## config.mk

```make
export PLATFORM = sky130hd
export DESIGN_NAME = turn_indicator_led_sequencer
export DESIGN_NICKNAME = d
export VERILOG_FILES = /design/src/sv/tils_pkg.sv /design/src/sv/turn_indicator_led_sequencer.sv
export VERILOG_INCLUDE_DIRS = /design/src /design/src/sv
export SDC_FILE = /design/constraint.sdc
export NUM_CORES = 1
export LEC_CHECK = 0
export BUFFER_PORTS_ARGS = -buffer_cell sky130_fd_sc_hd__buf_2
export CORE_MARGIN = 2
export CORE_UTILIZATION = 60
export DETAILED_ROUTE_END_ITERATION = 8
export PLACE_DENSITY = 0.77
export SLEW_MARGIN = 15
export SYNTH_ARGS = -nofsm -noshare
export SYNTH_HDL_FRONTEND = slang
export SYNTH_SLANG_ARGS = --single-unit
```

## constraint.sdc

```tcl
create_clock -name aclk -period 26.5 [get_ports aclk]
set_input_delay 5.3 -clock aclk [delete_from_list [all_inputs] [get_ports aclk]]
set_output_delay 5.3 -clock aclk [all_outputs]
set_load 0.01 [all_outputs]
```

## src/sv/assert_macros.svh

```systemverilog
// Assertion macros for the sequencer RTL.
`ifndef ASSERT_MACROS_SVH
`define ASSERT_MACROS_SVH

// Expression must hold at every clock edge outside reset.
`define ASSERT_ALWAYS(label, clk, rstn, expr, msg) \
    label: assert property (@(posedge clk) disable iff (!rstn) (expr)) else $error(msg);

// Consequent must hold in the same cycle as the antecedent.
`define ASSERT_IMPLIES(label, clk, rstn, ante, cons, msg) \
    label: assert property (@(posedge clk) disable iff (!rstn) (ante) |-> (cons)) else $error(msg);

`endif

```

## src/sv/tils_pkg.sv

```systemverilog
// Types and constants of the turn indicator LED sequencer.
package tils_pkg;

    typedef enum logic [2:0] {
        MODE_TICK        = 3'd0,
        MODE_KNOB        = 3'd1,
        MODE_BUTTON      = 3'd2,
        MODE_LEFT_STYLE  = 3'd3,
        MODE_RIGHT_STYLE = 3'd4
    } mode_t;

    typedef struct packed {
        logic [2:0] mode;
        logic [9:0] knob;
        logic       button_level;
        logic       running_light;
        logic       strip;
        logic       direction;
    } in_beat_t;

    typedef struct packed {
        logic [7:0] left_leds;
        logic [7:0] right_leds;
        logic       relay;
        logic       stopped;
    } out_beat_t;

    typedef struct packed {
        logic direction;
        logic strip;
        logic running_light;
    } style_t;

    // knob*3000/1023: 1023 is divided out by multiplying by 3000*1025 / 2^20
    localparam logic [11:0] KNOB_SCALE      = 12'd3000;
    localparam logic [21:0] KNOB_SCALE_RECIP = 22'd3075000;
    localparam logic [10:0] KNOB_FULL       = 11'd1023;
    localparam int          KNOB_SHIFT      = 20;

    // (q + 1000) / 54 via 1213 / 2^16, then one correction
    localparam logic [11:0] PERIOD_OFFSET   = 12'd1000;
    localparam logic [10:0] STEP_DIV_RECIP  = 11'd1213;
    localparam logic [11:0] STEP_DIV        = 12'd54;
    localparam int          STEP_DIV_SHIFT  = 16;

    localparam logic [3:0]  PHASE_LAST      = 4'd8;
    localparam logic [3:0]  RELAY_PHASES    = 4'd4;
    localparam logic [6:0]  ELAPSED_MAX     = 7'd127;

endpackage

```

## src/sv/turn_indicator_led_sequencer.sv

```systemverilog
// Turn indicator LED sequencer: two LED strips and a relay stepped by 1 ms ticks.
// A result reaches m_data through the input register and then the result register.
// Throughput: one input beat per cycle while not stalled; the input register and the result register
//   decouple the sides, so s_ready drops only when both are full and m_ready is low.
// Reset (aresetn low, synchronous): stopped, phase 0, patterns, styles, tick count
//   and step period cleared, both registers empty.
`include "assert_macros.svh"

module turn_indicator_led_sequencer
    import tils_pkg::*;
#(
    parameter int LED_COUNT = 8
) (
    input  logic      aclk,
    input  logic      aresetn,
    input  logic      s_valid,
    output logic      s_ready,
    input  in_beat_t  s_data,
    output logic      m_valid,
    input  logic      m_ready,
    output out_beat_t m_data
);

    // ------------------------------------------------------------------
    // Next pattern of one side for the current phase.
    // Plain blink: all on for phases below four.
    // Running light: cleared at phase 0, end LED set at phase 1, then
    // shifted toward the direction with the strip bit fed in.
    // ------------------------------------------------------------------
    function automatic logic [LED_COUNT-1:0] next_pattern(
        input style_t               st,
        input logic [LED_COUNT-1:0] pat,
        input logic [3:0]           ph
    );
        logic [LED_COUNT-1:0] top;
        logic [LED_COUNT-1:0] res;
        top = {1'b1, {(LED_COUNT-1){1'b0}}};
        if (!st.running_light) begin
            res = (ph < RELAY_PHASES) ? '1 : '0;
        end else if (ph == 4'd0) begin
            res = '0;
        end else if (!st.direction) begin
            if (ph == 4'd1) begin
                res = pat | LED_COUNT'(1);
            end else begin
                res = {pat[LED_COUNT-2:0], st.strip};
            end
        end else begin
            if (ph == 4'd1) begin
                res = pat | top;
            end else begin
                res = {st.strip, pat[LED_COUNT-1:1]};
            end
        end
        return res;
    endfunction

    // ------------------------------------------------------------------
    // Front end: first half of the step period arithmetic.
    // q = floor(knob*3000/1023). The reciprocal product underestimates by
    // at most one, fixed by a single remainder compare.
    // ------------------------------------------------------------------
    logic [21:0] knob_scaled;
    logic [31:0] knob_recip;
    logic [11:0] knob_q0;
    logic [21:0] knob_q0_x;
    logic [21:0] knob_rem;
    logic [11:0] knob_quot;

    assign knob_scaled = 22'(s_data.knob) * 22'(KNOB_SCALE);
    assign knob_recip  = 32'(s_data.knob) * 32'(KNOB_SCALE_RECIP);
    assign knob_q0     = knob_recip[KNOB_SHIFT+11:KNOB_SHIFT];
    // q0 * 1023 as shift and subtract
    assign knob_q0_x   = (22'(knob_q0) << 10) - 22'(knob_q0);
    assign knob_rem    = knob_scaled - knob_q0_x;
    assign knob_quot   = (knob_rem >= 22'(KNOB_FULL)) ? knob_q0 + 12'd1 : knob_q0;

    // ------------------------------------------------------------------
    // Input register
    // ------------------------------------------------------------------
    logic        in_valid_reg,  in_valid_next;
    logic [2:0]  in_mode_reg;
    logic        in_level_reg;
    style_t      in_style_reg;
    logic [11:0] in_quot_reg;

    // ------------------------------------------------------------------
    // Block state and result register
    // ------------------------------------------------------------------
    logic [3:0]           phase_reg,         phase_next;
    logic [LED_COUNT-1:0] left_pattern_reg,  left_pattern_next;
    logic [LED_COUNT-1:0] right_pattern_reg, right_pattern_next;
    style_t               left_style_reg,    left_style_next;
    style_t               right_style_reg,   right_style_next;
    logic                 running_reg,       running_next;
    logic [6:0]           elapsed_reg,       elapsed_next;
    logic [6:0]           step_period_reg,   step_period_next;
    logic                 out_valid_reg,     out_valid_next;
    out_beat_t            out_data_reg,      out_data_next;

    logic                 work_fire;
    logic [6:0]           elapsed_inc;
    logic [LED_COUNT-1:0] left_step;
    logic [LED_COUNT-1:0] right_step;

    // second half of the period arithmetic: (q + 1000) / 54
    logic [11:0] period_sum;
    logic [22:0] period_recip;
    logic [6:0]  period_q0;
    logic [11:0] period_q0_x;
    logic [11:0] period_rem;
    logic [6:0]  period_quot;

    assign period_sum   = in_quot_reg + PERIOD_OFFSET;
    assign period_recip = 23'(period_sum) * 23'(STEP_DIV_RECIP);
    assign period_q0    = period_recip[STEP_DIV_SHIFT+6:STEP_DIV_SHIFT];
    // q0 * 54 = q0*64 - q0*8 - q0*2
    assign period_q0_x  = (12'(period_q0) << 6) - (12'(period_q0) << 3)
                        - (12'(period_q0) << 1);
    assign period_rem   = period_sum - period_q0_x;
    assign period_quot  = (period_rem >= STEP_DIV) ? period_q0 + 7'd1 : period_q0;

    // stage moves when the result register is free or being emptied
    assign work_fire = in_valid_reg && (!out_valid_reg || m_ready);
    assign s_ready   = !in_valid_reg || work_fire;
    assign m_valid   = out_valid_reg;
    assign m_data    = out_data_reg;

    assign elapsed_inc = (elapsed_reg < ELAPSED_MAX) ? elapsed_reg + 7'd1 : elapsed_reg;
    assign left_step   = next_pattern(left_style_reg,  left_pattern_reg,  phase_reg);
    assign right_step  = next_pattern(right_style_reg, right_pattern_reg, phase_reg);

    always_comb begin
        in_valid_next      = (in_valid_reg && !work_fire) || (s_valid && s_ready);
        phase_next         = phase_reg;
        left_pattern_next  = left_pattern_reg;
        right_pattern_next = right_pattern_reg;
        left_style_next    = left_style_reg;
        right_style_next   = right_style_reg;
        running_next       = running_reg;
        elapsed_next       = elapsed_reg;
        step_period_next   = step_period_reg;
        out_valid_next     = out_valid_reg && !m_ready;
        out_data_next      = out_data_reg;

        if (work_fire) begin
            case (in_mode_reg)
                MODE_TICK: begin
                    if (elapsed_inc < step_period_reg) begin
                        elapsed_next = elapsed_inc;
                    end else begin
                        elapsed_next = '0;
                        if (running_reg) begin
                            left_pattern_next        = left_step;
                            right_pattern_next       = right_step;
                            out_valid_next           = 1'b1;
                            out_data_next.left_leds  = 8'(left_step);
                            out_data_next.right_leds = 8'(right_step);
                            out_data_next.relay      = phase_reg < RELAY_PHASES;
                            out_data_next.stopped    = 1'b0;
                            phase_next = (phase_reg < PHASE_LAST) ? phase_reg + 4'd1 : '0;
                        end
                    end
                end
                MODE_KNOB: begin
                    step_period_next = period_quot;
                end
                MODE_BUTTON: begin
                    if (!in_level_reg) begin
                        running_next = !running_reg;
                        if (running_reg) begin
                            // stopping: clear and report all off
                            phase_next               = '0;
                            left_pattern_next        = '0;
                            right_pattern_next       = '0;
                            out_valid_next           = 1'b1;
                            out_data_next.left_leds  = '0;
                            out_data_next.right_leds = '0;
                            out_data_next.relay      = 1'b0;
                            out_data_next.stopped    = 1'b1;
                        end
                    end
                end
                MODE_LEFT_STYLE: begin
                    left_style_next = in_style_reg;
                end
                MODE_RIGHT_STYLE: begin
                    right_style_next = in_style_reg;
                end
                default: begin
                    // unknown kinds are dropped
                end
            endcase
        end
    end

    // control state
    always_ff @(posedge aclk) begin
        if (!aresetn) begin
            in_valid_reg      <= 1'b0;
            out_valid_reg     <= 1'b0;
            phase_reg         <= '0;
            left_pattern_reg  <= '0;
            right_pattern_reg <= '0;
            left_style_reg    <= '0;
            right_style_reg   <= '0;
            running_reg       <= 1'b0;
            elapsed_reg       <= '0;
            step_period_reg   <= '0;
        end else begin
            in_valid_reg      <= in_valid_next;
            out_valid_reg     <= out_valid_next;
            phase_reg         <= phase_next;
            left_pattern_reg  <= left_pattern_next;
            right_pattern_reg <= right_pattern_next;
            left_style_reg    <= left_style_next;
            right_style_reg   <= right_style_next;
            running_reg       <= running_next;
            elapsed_reg       <= elapsed_next;
            step_period_reg   <= step_period_next;
        end
    end

    // payload, no reset
    always_ff @(posedge aclk) begin
        if (s_valid && s_ready) begin
            in_mode_reg                <= s_data.mode;
            in_level_reg               <= s_data.button_level;
            in_style_reg.running_light <= s_data.running_light;
            in_style_reg.strip         <= s_data.strip;
            in_style_reg.direction     <= s_data.direction;
            in_quot_reg                <= knob_quot;
        end
        out_data_reg <= out_data_next;
    end

    // ------------------------------------------------------------------
    // Assertions
    // ------------------------------------------------------------------
    `ASSERT_ALWAYS(a_period_range, aclk, aresetn, (step_period_reg == 7'd0) || ((step_period_reg >= 7'd18) && (step_period_reg <= 7'd74)), "step period outside knob range")
    `ASSERT_ALWAYS(a_phase_range, aclk, aresetn, phase_reg <= PHASE_LAST, "phase beyond last step")
    `ASSERT_IMPLIES(a_stop_all_off, aclk, aresetn, m_valid && m_data.stopped, (m_data.left_leds == 8'd0) && (m_data.right_leds == 8'd0) && !m_data.relay, "stop result not all off")
    `ASSERT_IMPLIES(a_ready_stall, aclk, aresetn, !s_ready, in_valid_reg && out_valid_reg && !m_ready, "input stalled without back pressure")
    `ASSERT_IMPLIES(a_result_source, aclk, aresetn, $rose(m_valid), $past(in_valid_reg), "result without an item in the input register")

endmodule

```

==> results.md <==
* Seq/Total Area, Yosys at 0.140
* Final setup viols at 0
* Main flop type after synthesis: dfxtp_1
* Setup Fix Bufs, Post-CTS at 0
* IO Count at 41
* Crit Path Category: in2reg
* Max Clk Rate at between 0.06 and 0.07 GHz
* Die W at 157 µm
* Seq cells post-synth at 80
* Detailed placer's ending HPWL at 26.6 mm
* IO Port Bufs at 40
* Syn nets at 1987
* Vias per cell at 5.72
* Die area at 24700 µm²
* Vias in the first global route at 10748
* Area grow syn2layout at 5.48%
* Period utilization at 0.545
* Clock Sink Count at 80
* Max_cap viols at 0
* Syn Inst Count at 1572
* First-pass GRT wire length at 52.4 mm
* Setup TNS at 0 ps
* Worst path arrival time at roughly 15000 ps
* Total grt overflow at 0
* Pre-CTS WS at 11840 ps
* # hold bufs at CTS at 0
* Yosys warns at 0
* Fin. Hold Viols at 0
* 1st-pass router iterations at 5
* Placer Congestion at between 0.9 and 1
* Routed WL at 31.6 mm
* Die Y at 157 µm
* Max incr delay on CP at 690 ps
* Status: complete, no violations
* Bufs on Longest Clock Path at 2
* Cell variety after synth at 73
* Setup crit end kind: register
* Slew HR at 0.308
* Slowest CP cell: nor4b_4
* Final setup margin at 12070 ps
* Ant. Diodes at 0
* Initial core utilization at 0.605
* Synth Cell Area at 14100 µm²
* Share of layout cells above drive strength 1 at 0.0481
* Worst Max-Slew Pin Slew at 1030 ps
* WP data required at approximately 27000 ps
* Pins Over Slew Limit at 0
* Num rows at 56
* Final #Nets at 2010
* Post-DRT Antenna Nets at 0
* Core area at ~23000 µm²
* Fin area at 14800 µm²
* Syn Area/Cell at 8.95 µm²
* Initial antenna violation count at 0
* CTS tree: yes
* Violation count after the first detailed-route iteration at 660
* Root buffer cell: clkbuf_16
* GRT Util Overall at 0.264
* Dpl cell area at about 15000 µm²
* Crit path max fanout at 12
* RSZ-0062 raised after global routing: no
* CTS clock-pin slew for the worst setup and hold paths at 60 ps
* Drt drc at 0
* Clock Latency Late Sink at between 300 and 400 ps
* Clock skew at 5.79 ps
* Drt wl/cell at 16.5 µm
* Ys async rst share at 0
* Via count at between 10000 and 15000
* TritonCTS Buffers at 9
* CP most frequent cell: fa_1
* Tmin final at 14430 ps
* Startpoint Class: input port
* Largest net degree at the start of global routing at between 40 and 50
* Hold Path Class: reg2reg
* Max reg flops at 18
* CTS H-Tree Depth at 3
* Cts repair resizes at 0
* Post-synth EDFFs at 37
area by class of cell:
class / count / area (µm²)
sequential: 80 / 1970
clock buffer: 11 / 233
multi-input combinational: 1152 / 10800
clock inverter: 5 / 32.5
tap: 319 / 399
timing repair buffer: 44 / 230
inverter: 308 / 1160
fill: 2003 / 8420
through the flow:
step                      hold WS, ps  cells  utilization
after global placement            477   1903        0.627
final                             500   1919        0.638
after global routing              522   1919        0.638
after detailed placement          488   1903        0.627
after floorplan                   462   1572            -
after CTS                         498   1919        0.638
per-layer routing:
layer	global-route usage	part of all wire
met5	0	0
met2	0.460	0.49
met1	0.353	0.45
met4	0.0632	0.021
met3	0.0286	0.040
cell families after synthesis:
family                     after synthesis  synth area share
DFF                                     80             0.140
AOI/OAI and AO/OA                      304             0.140
xor gates and xnor gates                91            0.0576
muxes                                   32            0.0233
buffers and inverters                  340            0.0916
adders and majority gates              394             0.426
and+or+nand+nor                        331             0.121
worst max-delay path: cells and delay by family:
| kind | cells | cell delay (ps) |
|---|---|---|
| AND/OR/NAND/NOR | 11 | 3200 |
| multiplexers | 1 | 380 |
| AO/OA/AOI/OAI | 4 | 850 |
| buffers and inverters | 4 | 380 |
| adder cells (fa/ha/maj) | 8 | 3830 |
| XOR/XNOR | 2 | 580 |
cell usage in the layout (no fill, tap or decap), types with 13 or more instances in the layout:
cell type | netlist | final
mux2i_1 | 26 | 26
o21ai_0 | 71 | 71
a21oi_1 | 83 | 83
ha_1 | 252 | 252
nor2b_1 | 14 | 14
xnor2_1 | 70 | 70
o21bai_1 | 13 | 13
xor2_1 | 20 | 20
buf_2 | 2 | 40
edfxtp_1 | 37 | 37
dfxtp_1 | 43 | 43
nand4_1 | 14 | 14
and3_1 | 13 | 13
o211ai_1 | 15 | 15
o21a_1 | 13 | 13
nor2_1 | 64 | 64
nand2b_1 | 16 | 16
nand2_1 | 78 | 78
a21o_1 | 32 | 32
inv_1 | 307 | 307
nor3_1 | 20 | 20
fa_1 | 142 | 142
nand3_1 | 50 | 50
a31oi_1 | 13 | 13
cell usage after synthesis, drive strengths merged, types with 4 or more instances:
master	instances	area share
or2	5	0.0022
nand3	50	0.018
o21a	13	0.0069
edfxtp	37	0.079
a21oi	84	0.031
o311ai	4	0.0025
o2111ai	4	0.0025
nand2b	16	0.0071
nand2	78	0.021
ha	252	0.22
nand3b	4	0.0021
nand4	14	0.0062
or4	4	0.0021
nor4	7	0.0036
a211oi	11	0.0059
and2	10	0.0044
xnor2	70	0.044
nor2b	14	0.0062
or3	13	0.0061
a21o	32	0.017
mux2i	26	0.018
o21bai	13	0.0069
o211ai	16	0.0089
a211o	7	0.0044
nor3	20	0.0071
dfxtp	43	0.061
inv	307	0.082
and3	13	0.0058
o21ai	75	0.027
a31oi	13	0.0058
xor2	20	0.012
mux2	6	0.0048
nor3b	10	0.0053
clkbuf	29	0.0079
nor2	64	0.017
fa	142	0.20
final timing paths:
| check | from | end | slack [ps] | depth (start not counted) |
|---|---|---|---|---|
| setup reg to reg | in_quot_reg[3] | step_period_reg[4] | 15930 | 38 |
| hold / removal | right_pattern_reg[0] | right_pattern_reg[0] | 500 | 2 |
| hold reg to reg | right_pattern_reg[0] | right_pattern_reg[0] | 500 | 2 |
| setup / recovery | s_data[8] | in_quot_reg[1] | 12070 | 30 |
Power is not shown: default switching activity piles up to over one toggle a cycle in this logic, so the estimate is an artifact.
